==> config.mk <==
export PLATFORM = sky130hd
export DESIGN_NAME = tcw_ctrl
export DESIGN_NICKNAME = d
export VERILOG_FILES = /design/src/hw/rtl/tcw_pkg.sv /design/src/hw/rtl/tcw_ctrl.sv
export VERILOG_INCLUDE_DIRS = /design/src /design/src/hw/rtl
export SDC_FILE = /design/constraint.sdc
export NUM_CORES = 1
export LEC_CHECK = 0
export CORE_AREA = 3 3 40 42
export DETAILED_ROUTE_END_ITERATION = 10
export DIE_AREA = 0 0 43 45
export DONT_BUFFER_PORTS = 1
export GPL_TIMING_DRIVEN = 0
export HOLD_SLACK_MARGIN = 0.02
export PLACE_DENSITY = 0.53
export RECOVER_POWER = 25
export SLEW_MARGIN = 20
export SYNTH_ARGS = -nofsm -noshare
export SYNTH_HDL_FRONTEND = slang
export SYNTH_SLANG_ARGS = --single-unit
==> constraint.sdc <==
create_clock -name clk -period 3.2 [get_ports clk]
set_clock_uncertainty 0.05 [all_clocks]
set_input_delay 0.32 -clock clk [delete_from_list [all_inputs] [get_ports clk]]
set_output_delay 0.32 -clock clk [all_outputs]
set_load 0.02 [all_outputs]
==> src/hw/rtl/text_console_writer_unit_defines.svh <==
// Assertion macros shared by the text console writer RTL.
`ifndef TEXT_CONSOLE_WRITER_UNIT_DEFINES_SVH
`define TEXT_CONSOLE_WRITER_UNIT_DEFINES_SVH

// Checked on every clock edge outside reset.
`define TCW_ASSERT(lbl, prop, msg) \
  lbl: assert property (@(posedge clk) disable iff (rst) prop) else $error(msg);

// Checked on every clock edge, reset included.
`define TCW_ASSERT_ALWAYS(lbl, prop, msg) \
  lbl: assert property (@(posedge clk) prop) else $error(msg);

`endif

==> src/hw/rtl/tcw_pkg.sv <==
// Shared types and constants of the text console writer.
`default_nettype none

package tcw_pkg;

  typedef enum logic [1:0] {
    OP_PUT   = 2'd0,
    OP_READ  = 2'd1,
    OP_CLEAR = 2'd2
  } opcode_t;

  localparam logic [7:0]  CH_NEWLINE = 8'd10;
  localparam logic [7:0]  CH_RETURN  = 8'd13;
  localparam logic [7:0]  CH_SPACE   = 8'd32;
  localparam logic [7:0]  ATTR_RESET = 8'd5;
  localparam logic [15:0] RESET_CELL = {ATTR_RESET, CH_SPACE};

  localparam logic REG_CHAR_ATTR = 1'b0;

  typedef struct packed {
    logic accept;
    logic exec;
    logic scroll;
    logic clr_row;
    logic clr_all;
    logic init;
    logic sweep_rst;
    logic finish;
  } cmd_t;

  typedef struct packed {
    logic op_put;
    logic op_clear;
    logic need_scroll;
    logic need_clear;
    logic sweep_row_end;
    logic sweep_scroll_end;
    logic sweep_cell_end;
  } status_t;

endpackage

`default_nettype wire

==> src/hw/rtl/tcw_ctrl.sv <==
// Controller state machine of the text console writer.
`default_nettype none
`include "text_console_writer_unit_defines.svh"

module tcw_ctrl (
  input  wire logic            clk,
  input  wire logic            rst,
  input  wire logic            start,
  input  wire tcw_pkg::status_t status,
  output tcw_pkg::cmd_t        cmd,
  output logic                 busy
);

  typedef enum logic [5:0] {
    S_INIT    = 6'b000001,
    S_IDLE    = 6'b000010,
    S_EXEC    = 6'b000100,
    S_SCROLL  = 6'b001000,
    S_CLR_ROW = 6'b010000,
    S_CLR_ALL = 6'b100000
  } state_t;

  state_t state, state_next;

  always_ff @(posedge clk) begin
    if (rst) begin
      state <= S_INIT;
    end else begin
      state <= state_next;
    end
  end

  always_comb begin
    state_next = state;
    cmd = '0;
    unique case (state)
      S_INIT: begin
        cmd.init = 1'b1;
        if (status.sweep_cell_end) begin
          state_next = S_IDLE;
        end
      end
      S_IDLE: begin
        if (start) begin
          cmd.accept = 1'b1;
          state_next = S_EXEC;
        end
      end
      S_EXEC: begin
        cmd.exec = 1'b1;
        if (status.op_put && status.need_scroll) begin
          cmd.sweep_rst = 1'b1;
          state_next = S_SCROLL;
        end else if (status.op_put && status.need_clear) begin
          cmd.sweep_rst = 1'b1;
          state_next = S_CLR_ROW;
        end else if (status.op_clear) begin
          cmd.sweep_rst = 1'b1;
          state_next = S_CLR_ALL;
        end else begin
          cmd.finish = 1'b1;
          state_next = S_IDLE;
        end
      end
      S_SCROLL: begin
        cmd.scroll = 1'b1;
        if (status.sweep_scroll_end) begin
          cmd.sweep_rst = 1'b1;
          state_next = S_CLR_ROW;
        end
      end
      S_CLR_ROW: begin
        cmd.clr_row = 1'b1;
        if (status.sweep_row_end) begin
          cmd.finish = 1'b1;
          state_next = S_IDLE;
        end
      end
      S_CLR_ALL: begin
        cmd.clr_all = 1'b1;
        if (status.sweep_cell_end) begin
          cmd.finish = 1'b1;
          state_next = S_IDLE;
        end
      end
      default: begin
        state_next = S_INIT;
      end
    endcase
  end

  assign busy = (state != S_IDLE);

  `TCW_ASSERT(a_finish_single, cmd.finish |=> !cmd.finish, "finish held over two cycles")
  `TCW_ASSERT(a_accept_to_exec, cmd.accept |=> (state == S_EXEC), "request not executed")
  `TCW_ASSERT(a_scroll_exit, (state == S_SCROLL) |=> (state == S_SCROLL || state == S_CLR_ROW),
    "scroll not followed by row clear")

endmodule

`default_nettype wire

==> impl_summary.md <==
Floorplan
The region available for standard cell placement spans 1285 µm². The floorplan step set the die height to 45 µm. The floorplan die area is 1935 µm². The I/O pin count is 19.

The initial utilization of the core area, before any placement, comes to around 34%. The floorplan has 13 rows. The die width is 43 µm.

STA
The number of hold violations in the final report came to 0. The share of the cycle needed by the critical path after routing is ~86%. Setup violations remaining at the end of the flow were counted as 0. Based on the critical path, the design can be clocked at up to 365.4 MHz.

Final hold analysis gives a worst-case slack of about 0.094 ns. For the pin with the worst max-slew slack, the measured transition is 1.014 ns. The relative max-transition margin is around a third. Setup repair after global routing left no endpoint under its margin. The sum of negative setup slack is 0 ns. Subtracting the final worst setup slack from the clock period gives 2.737 ns. The total count of max-transition violations in the final report was 0.

Global routing
The number of global-route vias before repair was between 400 and 500. The global-route wire length before repair is 1745 µm. Across every metal layer, demand over resource in global routing totals 12.61%. Global routing finished with a remaining overflow of 0. The initial antenna violation count was 0.

Entering global routing, the biggest net connects 8 pins.

Clock tree
The hold buffer count at cts is 0. The clock edge transition at the registers on the reported setup and hold paths is 0.04 ns. The clock buffer count from CTS is 3. The TritonCTS clock tree is built. The post-cts sizing count is 0.

The clock tree root buffer cell is sky130_fd_sc_hd__clkbuf_4. The buffer count from post-CTS setup fixing is 0. The worst-skew pair later-pin latency is 0.24 ns. No sink is reached through more buffers than the 2 on the longest clock path. In this run the number of H-tree levels came out at 1. The total clock sinks is 6.

Logic synthesis
In the post-synthesis netlist, the biggest area contributors are sky130_fd_sc_hd__dfxtp_1, sky130_fd_sc_hd__nor3b_2, sky130_fd_sc_hd__or4_4. The average instance in the mapped netlist occupies 8.538 µm². Synthesis produced a little over 50 cells. The Yosys warning count is 0. The post-synthesis cell type count is 27. The number of nets handed over by synthesis was 61.

The cell type with the largest total area after synthesis is sky130_fd_sc_hd__dfxtp_1. The area of the mapped netlist is 435.4 µm². Sequential cells were found to cover between 20% and 30% of the synthesized design area. The synthesized design contains 6 register bits. The top-area cell type share of the netlist area is 27.59%.

Worst setup path
STA puts the critical path data required time at 2.83 ns. In this run the critical register-to-register path is launched from state[1]. The critical path is of the reg -> out type. The startpoint type of the worst setup path is a flip-flop. The maximum fanout along the worst path is 7. The critical path starts at state[3]. The arrival time of data at the critical path endpoint is 2.37 ns.

STA classifies the critical path endpoint as a primary output.

Hold path
In this run the most critical hold path is launched from rst. The path category of the worst min-delay check is in -> reg.

Final layout
The library cells used most frequently in the layout, excluding fill and tap cells, are sky130_fd_sc_hd__dfxtp_1, sky130_fd_sc_hd__nor2_1, sky130_fd_sc_hd__nor3b_1. The share of cells above drive strength 1 is 20.37%. The final cell count without fillers is between 60 and 70. Compared with the post-synthesis result, the final layout area differs by 7.184%. The register ranked first by flip-flop count is state. The net count of the finished layout is 66. The register with the most flip-flops in the layout has 6 of them. The leading cell type in the layout, fill and taps excluded is sky130_fd_sc_hd__dfxtp_1. The count of antenna diodes in the layout is 0. The post-route cell area is 466.7 µm². The largest registers in the layout are state: 6 flops.

Outcome
The flow ran to the end, and the final reports show no timing, DRC or antenna violations.

Detailed routing
In the final routed layout, each cell accounts on average for between 10 and 15 µm. The via-per-instance ratio is between 5 and 6. The total number of vias is 400.

The number of DRC markers in iteration 0 is 2. The detail route stage leaves a number of antenna-violating nets equal to 0. In the routed design, unresolved DRC markers number 0. Summed over all layers, the routed wires come to around 1000 µm. The number of detailed-routing iterations run before antenna repair is 2.

Place
The count of buffers added on input and output ports is 0. Once placement finished, the instance area stood at 454.2 µm². Once detailed placement completed, the half-perimeter wirelength came to 851.3 µm. The number of placed instances, taps included is 66. The global placer's final weighted congestion is 0.8141.

Power
In this run the power density over the cells is 712.9 nW/µm². The overall power consumption is 332.7 µW. VDD sags by at most 0.2800 mV. In this run the static leakage power is 0.1550 nW.

Run
The count of maximum capacitance violations is 0.
[stage by stage]
stage | utilization [%] | setup slack, ns
after detailed placement | 35.35 | 0.6876
after floorplan | - | 0.8167
final | 36.32 | 0.4630
after global placement | 35.35 | 0.6874
after global routing | 36.32 | 0.2665
after CTS | 37.10 | 0.4225
[layout make-up]
cell class	instances	area (µm²)
flip-flops and latches	6	120.1
inverters	1	3.754
fillers	154	818.3
well taps	15	18.77
plain buffers	1	5.005
multi-input cells	43	296.5
clock buffers	3	22.52
[cell usage after synthesis]
| master | instances |
|---|---|
| sky130_fd_sc_hd__dfxtp_1 | 6 |
| sky130_fd_sc_hd__nor2_1 | 5 |
| sky130_fd_sc_hd__nor3b_2 | 4 |
| sky130_fd_sc_hd__a21oi_1 | 3 |
| sky130_fd_sc_hd__nand2_1 | 3 |
| sky130_fd_sc_hd__o21ai_0 | 3 |
| sky130_fd_sc_hd__a221o_1 | 2 |
| sky130_fd_sc_hd__nor3_1 | 2 |
| sky130_fd_sc_hd__nor3b_1 | 2 |
| sky130_fd_sc_hd__or3_1 | 2 |
| sky130_fd_sc_hd__or3b_2 | 2 |
| sky130_fd_sc_hd__or4_4 | 2 |
| sky130_fd_sc_hd__a211oi_1 | 1 |
| sky130_fd_sc_hd__and2_1 | 1 |
| sky130_fd_sc_hd__clkbuf_2 | 1 |
| sky130_fd_sc_hd__inv_1 | 1 |
| sky130_fd_sc_hd__nand2b_1 | 1 |
| sky130_fd_sc_hd__nand3_1 | 1 |
| sky130_fd_sc_hd__nand3b_1 | 1 |
| sky130_fd_sc_hd__nor4_1 | 1 |
| sky130_fd_sc_hd__o21a_1 | 1 |
| sky130_fd_sc_hd__o21bai_1 | 1 |
| sky130_fd_sc_hd__o31ai_1 | 1 |
| sky130_fd_sc_hd__o41a_1 | 1 |
| sky130_fd_sc_hd__or3b_1 | 1 |
| sky130_fd_sc_hd__or4_2 | 1 |
| sky130_fd_sc_hd__xnor2_1 | 1 |
[kinds of logic after synthesis]
kind of cell / count (synthesis) / share of synthesized area [%]
buffers and inverters: 2 / 2.010
XOR/XNOR: 1 / 2.012
AND/OR/NAND/NOR: 29 / 47.42
flip-flops: 6 / 27.59
AO/OA/AOI/OAI: 13 / 20.98
[where the power goes]
part	internal, mW	total, mW	switching [mW]
Combinational	0.0654	0.153	0.0871
Clock	0.0423	0.0670	0.0248
Sequential	0.0915	0.113	0.0216
[routing by layer]
| layer | wire [µm] | track usage (%) | part of all wire, % |
|---|---|---|---|
| met1 | 423 | 12.65 | 42 |
| met2 | 487 | 20.36 | 48 |
| met3 | 79 | 8.765 | 7.8 |
| met4 | 16 | 5.422 | 1.6 |
| met5 | 0 | 0 | 0 |
[path summary, 6_finish.rpt]
| path | end | slack [ns] | depth (start not counted) |
|---|---|---|---|
| setup / recovery | cmd[0] | 0.46 | 4 |
| hold / removal | state[5] | 0.09 | 1 |
| setup reg to reg | state[0] | 0.79 | 4 |
| hold reg to reg | state[5] | 0.51 | 2 |
[worst max-delay path: stages, from the launching register on]
cell and delay, ns:
sky130_fd_sc_hd__dfxtp_1 0.35, sky130_fd_sc_hd__or4_4 0.55, sky130_fd_sc_hd__nor3b_2 0.61, sky130_fd_sc_hd__nor3b_2 0.35
sky130_fd_sc_hd__a221o_1 0.26
Note: power is estimated with default switching activity, not from simulation.
